## config.mk

```make
export PLATFORM = sky130hd
export DESIGN_NAME = fisc_engine
export DESIGN_NICKNAME = d
export VERILOG_FILES = /design/src/rtl/core/fisc_pkg.sv /design/src/rtl/core/fisc_engine.sv
export SDC_FILE = /design/constraint.sdc
export NUM_CORES = 2
export LEC_CHECK = 0
export BUFFER_PORTS_ARGS = -buffer_cell sky130_fd_sc_hd__clkbuf_2
export CELL_PAD_IN_SITES_DETAIL_PLACEMENT = 1
export CELL_PAD_IN_SITES_GLOBAL_PLACEMENT = 1
export CORE_ASPECT_RATIO = 0.6
export CORE_MARGIN = 5
export CORE_UTILIZATION = 42
export CTS_BUF_LIST = sky130_fd_sc_hd__clkbuf_8
export CTS_CLUSTER_SIZE = 40
export DETAILED_ROUTE_END_ITERATION = 12
export PLACE_DENSITY = 0.69
export SYNTH_ARGS = -nofsm -noshare
export SYNTH_HDL_FRONTEND = slang
export SYNTH_SLANG_ARGS = --single-unit
```

## constraint.sdc

```tcl
create_clock -name clk -period 9.6 [get_ports clk]
set_input_delay 0.96 -clock clk [delete_from_list [all_inputs] [get_ports clk]]
set_output_delay 0.96 -clock clk [all_outputs]
set_load 0.01 [all_outputs]
```

## src/rtl/core/fisc_pkg.sv

```systemverilog
// Shared types and constants for the firmware image segment checker.
// Used by fisc_queue, fisc_engine and the top level; no dependencies.
package fisc_pkg;

  localparam logic [7:0]  MagicByte   = 8'hE9;
  localparam logic [7:0]  XorSeed     = 8'hEF;
  localparam logic [31:0] DramStart   = 32'h3FFE8000;
  localparam logic [32:0] DramEnd     = 33'h040000000;
  localparam logic [31:0] IramStart   = 32'h40100000;
  localparam logic [32:0] IramEnd     = 33'h040110000;
  localparam logic [3:0]  PadNibble   = 4'hF;

  localparam logic [2:0] RegImageBase  = 3'd0;
  localparam logic [2:0] RegImageLimit = 3'd1;
  localparam logic [2:0] RegBootSector = 3'd2;
  localparam logic [2:0] RegIromBase   = 3'd3;
  localparam logic [2:0] RegIromLength = 3'd4;
  localparam logic [2:0] RegSkipStart  = 3'd5;
  localparam logic [2:0] RegSkipEnd    = 3'd6;

  typedef enum logic [3:0] {
    ST_BUSY     = 4'd0,
    ST_OK       = 4'd1,
    ST_MAGIC    = 4'd2,
    ST_COUNT    = 4'd3,
    ST_ENTRY    = 4'd4,
    ST_REGION   = 4'd5,
    ST_OVERLAP  = 4'd6,
    ST_LIMIT    = 4'd7,
    ST_CHECKSUM = 4'd8,
    ST_TOOLONG  = 4'd9
  } status_t;

  typedef enum logic [2:0] {
    PH_HEADER  = 3'd0,
    PH_SEGHDR  = 3'd1,
    PH_PAYLOAD = 3'd2,
    PH_PAD     = 3'd3,
    PH_DONE    = 3'd4
  } phase_t;

  typedef enum logic [1:0] {
    E_RUN    = 2'd0,
    E_REGION = 2'd1,
    E_WALK   = 2'd2,
    E_FINAL  = 2'd3
  } eng_state_t;

  typedef struct packed {
    logic        first;
    logic [7:0]  data_byte;
  } item_t;

  typedef struct packed {
    logic [23:0] image_base;
    logic [24:0] image_limit;
    logic        require_boot_sector;
    logic [31:0] irom_base;
    logic [31:0] irom_length;
    logic [23:0] skip_start;
    logic [24:0] skip_end;
  } cfg_t;

endpackage

```

## src/rtl/core/fisc_engine.sv

```systemverilog
// Back part: byte-level image check, span walk and result register.
// Depends on fisc_pkg for item, config, status and phase types.
module fisc_engine #(
  parameter int SECTOR_BYTES = 4096,
  parameter int MAX_SEGMENTS = 16
) (
  input  logic            clk,
  input  logic            rst,
  input  fisc_pkg::cfg_t  cfg,
  input  logic            item_valid,
  output logic            item_pop,
  input  fisc_pkg::item_t item,
  output logic            res_valid,
  input  logic            res_ready,
  output logic [3:0]      res_status,
  output logic [24:0]     res_end
);

  localparam int IW = (MAX_SEGMENTS > 1) ? $clog2(MAX_SEGMENTS) : 1;

  fisc_pkg::eng_state_t state, state_next;
  fisc_pkg::phase_t     phase, phase_next;
  fisc_pkg::status_t    latched, latched_next;
  logic [2:0]  fcount, fcount_next;
  logic [63:0] shift, shift_next;
  logic [4:0]  seg_total, seg_total_next;
  logic [4:0]  seg_num, seg_num_next;
  logic [31:0] bytes_left, bytes_left_next;
  logic [24:0] position, position_next;
  logic [7:0]  xsum, xsum_next;
  logic [31:0] seg_addr, seg_addr_next;
  logic [31:0] seg_size, seg_size_next;
  logic [31:0] seg_end, seg_end_next;
  logic [IW-1:0] walk_idx, walk_idx_next;
  logic [63:0] spans [MAX_SEGMENTS];
  logic        span_we;

  logic        emit;
  logic        out_free;

  // Effective state after an optional restart on a first-marked item
  fisc_pkg::phase_t  e_phase;
  fisc_pkg::status_t e_latched;
  logic [2:0]  e_fcount;
  logic [63:0] e_shift;
  logic [4:0]  e_seg_total, e_seg_num;
  logic [31:0] e_bytes_left;
  logic [24:0] e_position;
  logic [7:0]  e_xsum;

  logic [63:0] sh_new;
  logic [24:0] pos_inc;
  logic [31:0] bl_dec;
  logic [4:0]  num_inc;
  logic [7:0]  cnt_byte;
  logic [31:0] entry;
  logic [32:0] end33, irom_end33;
  logic        span_ok;
  logic [31:0] sp_s, sp_e;

  assign out_free = !res_valid || res_ready;

  always_comb begin
    if (item.first) begin
      e_phase      = fisc_pkg::PH_HEADER;
      e_latched    = fisc_pkg::ST_BUSY;
      e_fcount     = 3'd0;
      e_shift      = 64'd0;
      e_seg_total  = 5'd0;
      e_seg_num    = 5'd0;
      e_bytes_left = 32'd0;
      e_position   = {1'b0, cfg.image_base};
      e_xsum       = fisc_pkg::XorSeed;
    end else begin
      e_phase      = phase;
      e_latched    = latched;
      e_fcount     = fcount;
      e_shift      = shift;
      e_seg_total  = seg_total;
      e_seg_num    = seg_num;
      e_bytes_left = bytes_left;
      e_position   = position;
      e_xsum       = xsum;
    end
  end

  assign sh_new   = e_shift | ({56'd0, item.data_byte} << {e_fcount, 3'b000});
  assign pos_inc  = e_position + 25'd1;
  assign bl_dec   = e_bytes_left - 32'd1;
  assign num_inc  = e_seg_num + 5'd1;
  assign cnt_byte = sh_new[15:8];
  assign entry    = sh_new[63:32];

  assign end33      = {1'b0, seg_addr} + {1'b0, seg_size};
  assign irom_end33 = {1'b0, cfg.irom_base} + {1'b0, cfg.irom_length};
  always_comb begin
    span_ok = 1'b0;
    if (seg_size != 32'd0 && !end33[32]) begin
      if (seg_addr >= fisc_pkg::DramStart && end33 <= fisc_pkg::DramEnd) span_ok = 1'b1;
      if (seg_addr >= fisc_pkg::IramStart && end33 <= fisc_pkg::IramEnd) span_ok = 1'b1;
      if (cfg.irom_length != 32'd0 && !irom_end33[32] && seg_addr >= cfg.irom_base &&
          end33 <= irom_end33) span_ok = 1'b1;
    end
  end

  assign sp_s = spans[walk_idx][31:0];
  assign sp_e = spans[walk_idx][63:32];

  always_comb begin
    state_next      = state;
    phase_next      = phase;
    latched_next    = latched;
    fcount_next     = fcount;
    shift_next      = shift;
    seg_total_next  = seg_total;
    seg_num_next    = seg_num;
    bytes_left_next = bytes_left;
    position_next   = position;
    xsum_next       = xsum;
    seg_addr_next   = seg_addr;
    seg_size_next   = seg_size;
    seg_end_next    = seg_end;
    walk_idx_next   = walk_idx;
    item_pop        = 1'b0;
    emit            = 1'b0;
    span_we         = 1'b0;

    unique case (state)
      fisc_pkg::E_RUN: begin
        if (item_valid && out_free) begin
          item_pop        = 1'b1;
          emit            = 1'b1;
          phase_next      = e_phase;
          latched_next    = e_latched;
          fcount_next     = e_fcount;
          shift_next      = e_shift;
          seg_total_next  = e_seg_total;
          seg_num_next    = e_seg_num;
          bytes_left_next = e_bytes_left;
          position_next   = e_position;
          xsum_next       = e_xsum;
          if (e_latched == fisc_pkg::ST_BUSY) begin
            unique case (e_phase)
              fisc_pkg::PH_HEADER, fisc_pkg::PH_SEGHDR: begin
                shift_next    = sh_new;
                fcount_next   = e_fcount + 3'd1;
                position_next = pos_inc;
                if (e_fcount == 3'd7) begin
                  if (e_phase == fisc_pkg::PH_HEADER) begin
                    if (sh_new[7:0] != fisc_pkg::MagicByte) begin
                      latched_next = fisc_pkg::ST_MAGIC;
                      phase_next   = fisc_pkg::PH_DONE;
                    end else if (cnt_byte == 8'd0 || cnt_byte > 8'(MAX_SEGMENTS)) begin
                      latched_next = fisc_pkg::ST_COUNT;
                      phase_next   = fisc_pkg::PH_DONE;
                    end else if (entry < fisc_pkg::IramStart ||
                                 {1'b0, entry} >= fisc_pkg::IramEnd) begin
                      latched_next = fisc_pkg::ST_ENTRY;
                      phase_next   = fisc_pkg::PH_DONE;
                    end else begin
                      seg_total_next = cnt_byte[4:0];
                      seg_num_next   = 5'd0;
                      fcount_next    = 3'd0;
                      shift_next     = 64'd0;
                      if ({1'b0, pos_inc} + 26'd8 > {1'b0, cfg.image_limit}) begin
                        latched_next = fisc_pkg::ST_LIMIT;
                        phase_next   = fisc_pkg::PH_DONE;
                      end else begin
                        phase_next = fisc_pkg::PH_SEGHDR;
                      end
                    end
                  end else begin
                    // hold the result until the span checks finish
                    emit          = 1'b0;
                    seg_addr_next = sh_new[31:0];
                    seg_size_next = sh_new[63:32];
                    state_next    = fisc_pkg::E_REGION;
                  end
                end
              end
              fisc_pkg::PH_PAYLOAD: begin
                if (e_position < {1'b0, cfg.skip_start} || e_position >= cfg.skip_end) begin
                  xsum_next = e_xsum ^ item.data_byte;
                end
                position_next   = pos_inc;
                bytes_left_next = bl_dec;
                if (bl_dec == 32'd0) begin
                  seg_num_next = num_inc;
                  if (num_inc < e_seg_total) begin
                    fcount_next = 3'd0;
                    shift_next  = 64'd0;
                    if ({1'b0, pos_inc} + 26'd8 > {1'b0, cfg.image_limit}) begin
                      latched_next = fisc_pkg::ST_LIMIT;
                      phase_next   = fisc_pkg::PH_DONE;
                    end else begin
                      phase_next = fisc_pkg::PH_SEGHDR;
                    end
                  end else if ((pos_inc | 25'h00000F) >= cfg.image_limit) begin
                    latched_next = fisc_pkg::ST_LIMIT;
                    phase_next   = fisc_pkg::PH_DONE;
                  end else begin
                    phase_next = fisc_pkg::PH_PAD;
                  end
                end
              end
              fisc_pkg::PH_PAD: begin
                position_next = pos_inc;
                if (e_position[3:0] == fisc_pkg::PadNibble) begin
                  phase_next = fisc_pkg::PH_DONE;
                  if (item.data_byte != e_xsum) begin
                    latched_next = fisc_pkg::ST_CHECKSUM;
                  end else if (cfg.require_boot_sector &&
                               pos_inc > 25'(SECTOR_BYTES)) begin
                    latched_next = fisc_pkg::ST_TOOLONG;
                  end else begin
                    latched_next = fisc_pkg::ST_OK;
                  end
                end
              end
              default: begin
              end
            endcase
          end
        end
      end
      fisc_pkg::E_REGION: begin
        seg_end_next  = end33[31:0];
        walk_idx_next = '0;
        if (!span_ok) begin
          latched_next = fisc_pkg::ST_REGION;
          phase_next   = fisc_pkg::PH_DONE;
          emit         = 1'b1;
          state_next   = fisc_pkg::E_RUN;
        end else if (seg_num == 5'd0) begin
          state_next = fisc_pkg::E_FINAL;
        end else begin
          state_next = fisc_pkg::E_WALK;
        end
      end
      fisc_pkg::E_WALK: begin
        if (seg_addr < sp_e && sp_s < seg_end) begin
          latched_next = fisc_pkg::ST_OVERLAP;
          phase_next   = fisc_pkg::PH_DONE;
          emit         = 1'b1;
          state_next   = fisc_pkg::E_RUN;
        end else if (5'(walk_idx) + 5'd1 == seg_num) begin
          state_next = fisc_pkg::E_FINAL;
        end else begin
          walk_idx_next = walk_idx + 1'b1;
        end
      end
      fisc_pkg::E_FINAL: begin
        span_we    = 1'b1;
        emit       = 1'b1;
        state_next = fisc_pkg::E_RUN;
        if ({8'd0, position} + {1'b0, seg_size} > {8'd0, cfg.image_limit}) begin
          latched_next = fisc_pkg::ST_LIMIT;
          phase_next   = fisc_pkg::PH_DONE;
        end else begin
          bytes_left_next = seg_size;
          phase_next      = fisc_pkg::PH_PAYLOAD;
        end
      end
      default: begin
      end
    endcase
  end

  always_ff @(posedge clk) begin
    if (span_we) begin
      spans[seg_num[IW-1:0]] <= {seg_end, seg_addr};
    end
    seg_addr <= seg_addr_next;
    seg_size <= seg_size_next;
    seg_end  <= seg_end_next;
    walk_idx <= walk_idx_next;
    if (emit) begin
      res_status <= latched_next;
      res_end    <= (latched_next == fisc_pkg::ST_OK) ? position_next : 25'd0;
    end
    if (rst) begin
      state      <= fisc_pkg::E_RUN;
      phase      <= fisc_pkg::PH_HEADER;
      latched    <= fisc_pkg::ST_BUSY;
      fcount     <= 3'd0;
      shift      <= 64'd0;
      seg_total  <= 5'd0;
      seg_num    <= 5'd0;
      bytes_left <= 32'd0;
      position   <= 25'd0;
      xsum       <= fisc_pkg::XorSeed;
      res_valid  <= 1'b0;
    end else begin
      state      <= state_next;
      phase      <= phase_next;
      latched    <= latched_next;
      fcount     <= fcount_next;
      shift      <= shift_next;
      seg_total  <= seg_total_next;
      seg_num    <= seg_num_next;
      bytes_left <= bytes_left_next;
      position   <= position_next;
      xsum       <= xsum_next;
      if (emit) res_valid <= 1'b1;
      else if (res_ready) res_valid <= 1'b0;
    end
  end

  a_pop_needs_room: assert property (@(posedge clk) disable iff (rst)
    item_pop |-> out_free) else $error("item taken while result register is full");
  a_pop_only_run: assert property (@(posedge clk) disable iff (rst)
    state != fisc_pkg::E_RUN |-> !item_pop) else $error("item taken during span walk");
  a_walk_bound: assert property (@(posedge clk) disable iff (rst)
    state == fisc_pkg::E_WALK |-> 5'(walk_idx) < seg_num) else $error("walk past last span");
  a_end_zero: assert property (@(posedge clk) disable iff (rst)
    res_valid && res_status != fisc_pkg::ST_OK |-> res_end == 25'd0)
    else $error("image end shown without acceptance");

endmodule

```

==> run_summary.xml <==
<?xml version="1.0" encoding="UTF-8"?>
<metrics>
  <group name="status">
    <metric name="outcome" unit="">finished clean</metric>
  </group>
  <group name="die">
    <metric name="floorplan.die.width" unit="µm">521</metric>
    <metric name="placeableCoreArea" unit="µm²">155000</metric>
    <metric name="die_height" unit="µm">316</metric>
    <metric name="core.rowCount" unit="">112</metric>
    <metric name="starting_density_of_the_core" unit="%">42.3</metric>
    <metric name="dieArea" unit="µm²">165000</metric>
    <metric name="design.portCount" unit="">207</metric>
  </group>
  <group name="synthesis">
    <metric name="yosysSeqAreaShare" unit="%">57.4</metric>
    <metric name="synthesis.area" unit="µm²">65700</metric>
    <metric name="gate_count_post_synth" unit="">4805</metric>
    <metric name="synth.distinct_cells" unit="">100</metric>
    <metric name="ys_warn_count" unit="">0</metric>
    <metric name="synth.ff_latch_count" unit="">1309</metric>
    <metric name="yosysTopAreaCell" unit="">edfxtp_1</metric>
    <metric name="leading_cell_types_by_total_area_after_synthesis" unit="">edfxtp_1 53%, mux4_2 11%, ha_1 6.7%, dfxtp_1 4.8%, a21oi_1 2.0%</metric>
    <metric name="synth_nets" unit="">5336</metric>
    <metric name="synth_top_area_share" unit="%">52.7</metric>
    <metric name="post_synthesis_async_set_or_reset_flop_share" unit="%">0</metric>
    <metric name="synth_edf_count" unit="">1153</metric>
    <metric name="dominantRegCellSynth" unit="">edfxtp_1</metric>
    <metric name="post_synth.cell_area_avg" unit="µm²">13.7</metric>
  </group>
  <group name="finish">
    <metric name="layout-area-overhead-vs-synth" unit="%">11.5</metric>
    <metric name="layout.core_utilization" unit="%">47.2</metric>
    <metric name="fraction_of_final_layout_cells_sized_beyond_drive_strength_1" unit="%">19.1</metric>
    <metric name="stdcell_area" unit="µm²">73300</metric>
    <metric name="filler_cell_count" unit="">15700</metric>
    <metric name="post_layout_nonfiller_instances" unit="">7301</metric>
    <metric name="final_net_count" unit="">5615</metric>
    <metric name="regArea" unit="µm²">37800</metric>
    <metric name="multi_input_area" unit="µm²">26300</metric>
  </group>
  <group name="timing">
    <metric name="final_setup_skew" unit="ns">0.0545</metric>
    <metric name="hold_violations" unit="">0</metric>
    <metric name="final_max_slew_viol_count" unit="">0</metric>
    <metric name="fin_crit" unit="ns">8.03</metric>
    <metric name="tightest_slew" unit="ns">1.43</metric>
    <metric name="worst_slew_slack_as_a_fraction_of_its_limit" unit="%">3.15</metric>
    <metric name="layout_setup_ws" unit="ns">1.57</metric>
    <metric name="finalCritPeriodShare" unit="%">83.7</metric>
    <metric name="max_freq" unit="GHz">0.124</metric>
    <metric name="grt_setup_unrepaired" unit="">no</metric>
    <metric name="finalSetupViolCount" unit="">0</metric>
    <metric name="fin_tns_setup" unit="ns">0</metric>
  </group>
  <group name="placement">
    <metric name="dp.cells" unit="">6944</metric>
    <metric name="routabilityCongestion" unit="">0.982</metric>
    <metric name="dp_hpwl" unit="µm">156000</metric>
    <metric name="place_ws" unit="ns">0.863</metric>
    <metric name="placed_cell_area" unit="µm²">69500</metric>
    <metric name="buffer_ports.inserted" unit="">206</metric>
  </group>
  <group name="clock_tree">
    <metric name="cts.clk_slew.worst_paths" unit="ns">0.06</metric>
    <metric name="tritoncts_buffers" unit="">190</metric>
    <metric name="worstSkewPairLatency" unit="ns">0.93</metric>
    <metric name="tritoncts" unit="">built</metric>
    <metric name="post_cts_hold_buffer_count" unit="">0</metric>
    <metric name="clock_path_buffers" unit="">3</metric>
    <metric name="htreeDepth" unit="">4</metric>
    <metric name="post_cts.repair.setup_buffers" unit="">0</metric>
    <metric name="ctsRootBufferMaster" unit="">clkbuf_8</metric>
    <metric name="clock_sinks" unit="">1309</metric>
    <metric name="postCtsResizedCells" unit="">0</metric>
  </group>
  <group name="worst_setup_path">
    <metric name="crit_fanout" unit="">25</metric>
    <metric name="endpoint_kind" unit="">flip-flop</metric>
    <metric name="worstSetupStartpointType" unit="">flip-flop</metric>
    <metric name="crit_path_top_delay_cell" unit="">dfxtp_1</metric>
    <metric name="timing.critical_path.arrival" unit="ns">8.76</metric>
    <metric name="worst-endpoint-required" unit="ns">10.32</metric>
    <metric name="critPathMaxStageDelay" unit="ns">0.62</metric>
    <metric name="critical_path_class" unit="">reg -&gt; reg</metric>
    <metric name="timing.critical_path.cells" unit="">mux2i_1, inv_1, ha_1, inv_1, a221oi_2, nand2_1, or4_1, a21o_1, a21oi_1, and3_1, nand2_1, nor3_1, xor2_1, ha_1, a2111oi_0, o211ai_1, o31ai_1, o31a_1, o21bai_1, a21oi_1, a21boi_1, nand4_4, nor3b_1</metric>
  </group>
  <group name="route">
    <metric name="detail_route.wl_per_cell" unit="µm">31.2</metric>
    <metric name="routed_via_density" unit="">6.29</metric>
    <metric name="drtIter0Drc" unit="">5893</metric>
    <metric name="antenna_left" unit="">0</metric>
    <metric name="total_routed_length" unit="µm">227000</metric>
    <metric name="route.vias.total" unit="">45900</metric>
    <metric name="drt_first_pass_iters" unit="">6</metric>
    <metric name="drc" unit="">0</metric>
  </group>
  <group name="global_routing">
    <metric name="grt_antenna_before_repair" unit="">24</metric>
    <metric name="grt_overflow" unit="">0</metric>
    <metric name="grt_first_pass_wirelength" unit="µm">326000</metric>
    <metric name="grt_pass1_vias" unit="">45500</metric>
    <metric name="track_usage" unit="%">27.2</metric>
    <metric name="grt_max_degree" unit="">108</metric>
  </group>
  <group name="min_path">
    <metric name="hold_class" unit="">reg -&gt; reg</metric>
  </group>
  <group name="job">
    <metric name="cap_violations" unit="">0</metric>
  </group>
  <group name="pwr">
    <metric name="vdd_ir_drop_max" unit="µV">117</metric>
    <metric name="p_per_area" unit="nW/µm²">171</metric>
    <metric name="p_leak" unit="nW">26.8</metric>
  </group>
</metrics>
==> report_power, final <==
part           switching (mW)  total, mW  internal [mW]
sequential              0.135       6.34           6.21
combinational           0.983       1.63          0.649
clock                    2.29       4.56           2.27
==> state kept, by name (all words and copies together), names as in the netlist, named ones only <==
name	cells
bytes_left	32
fcount	3
latched	4
phase	3
position	25
res_end	25
res_status	4
res_valid	1
seg_addr	32
seg_end	32
seg_num	5
seg_size	32
seg_total	5
shift	64
spans	1024
state	2
walk_idx	4
xsum	8
==> synthesized netlist by cell type, drive strengths merged, types with 33 or more instances <==
| master | instances |
|---|---|
| nor3 | 77 |
| clkbuf | 167 |
| nor4 | 50 |
| a22oi | 75 |
| dfxtp | 156 |
| mux2i | 34 |
| nor2b | 60 |
| nand3 | 98 |
| nand2b | 37 |
| o21a | 41 |
| xor2 | 56 |
| a21oi | 267 |
| nand4 | 80 |
| edfxtp | 1153 |
| nand2 | 245 |
| a22o | 45 |
| buf | 68 |
| inv | 245 |
| o21ai | 201 |
| xnor2 | 91 |
| nor2 | 277 |
| and3 | 33 |
| a21o | 113 |
| mux4 | 318 |
| a211oi | 54 |
| ha | 352 |
==> routing by layer <==
metal / share of wire (%) / GRT usage (%) / up-vias
met5: 0.016 / 0 / -
met4: 1.7 / 5.67 / 6
met3: 12 / 8.34 / 230
met2: 41 / 37.3 / 2274
met1: 45 / 42.1 / 23900
li1: - / - / 19500
==> area by class of cell <==
cell class / count / area share [%]
multi-input cells: 3016 / 35.8
well taps: 2052 / 3.50
flip-flops and latches: 1309 / 51.5
repair buffers: 322 / 2.69
clock inverters: 152 / 1.45
diodes: 7 / 0.0239
clock buffers: 198 / 3.72
inverters: 245 / 1.25
==> critical path: cells and delay by family, from the launching register on <==
| kind | cells | cell delay (ns) |
|---|---|---|
| buffers and inverters | 2 | 0.30 |
| AO/OA/AOI/OAI | 10 | 3.52 |
| multiplexers | 1 | 0.28 |
| XOR/XNOR | 1 | 0.10 |
| AND/OR/NAND/NOR | 7 | 2.49 |
| flip-flops | 1 | 0.62 |
| adder cells (fa/ha/maj) | 2 | 0.51 |
==> cell usage in the layout, fill, tap and decap left out, types with 97 or more instances in the layout <==
cell type and count:
o21ai_0 198, a21o_1 113, clkbuf_8 198, nand2_1 243, buf_4 113, clkbuf_2 204
inv_1 305, ha_1 350, mux4_2 318, edfxtp_1 1153, nand3_1 97, dfxtp_1 152
nor2_1 258, a21oi_1 265
==> cell families after synthesis <==
group	synth area share, %
AO/OA/AOI/OAI	10.5
flip-flops	57.4
buffers and inverters	2.87
adder cells (fa/ha/maj)	6.79
multiplexers	11.6
XOR/XNOR	1.97
AND/OR/NAND/NOR	8.83
==> per-stage QoR <==
step | hold slack [ns] | power, mW
6_report | 0.479 | 12.5
5_1_grt | 0.434 | 13.1
4_1_cts | 0.383 | 12.6
3_5_place_dp | 0.468 | 8.05
3_3_place_gp | 0.457 | 8.01
2_1_floorplan | 0.445 | 7.44
==> final timing paths <==
check        slack, ns        start  cells past startpoint         end
max               1.57  position[0]                     23  res_end[3]
min               0.48    shift[18]                      2   shift[18]
min reg2reg       0.48    shift[18]                      2   shift[18]
max reg2reg       1.57  position[0]                     23  res_end[3]
Power figures use the tool's default switching activity.
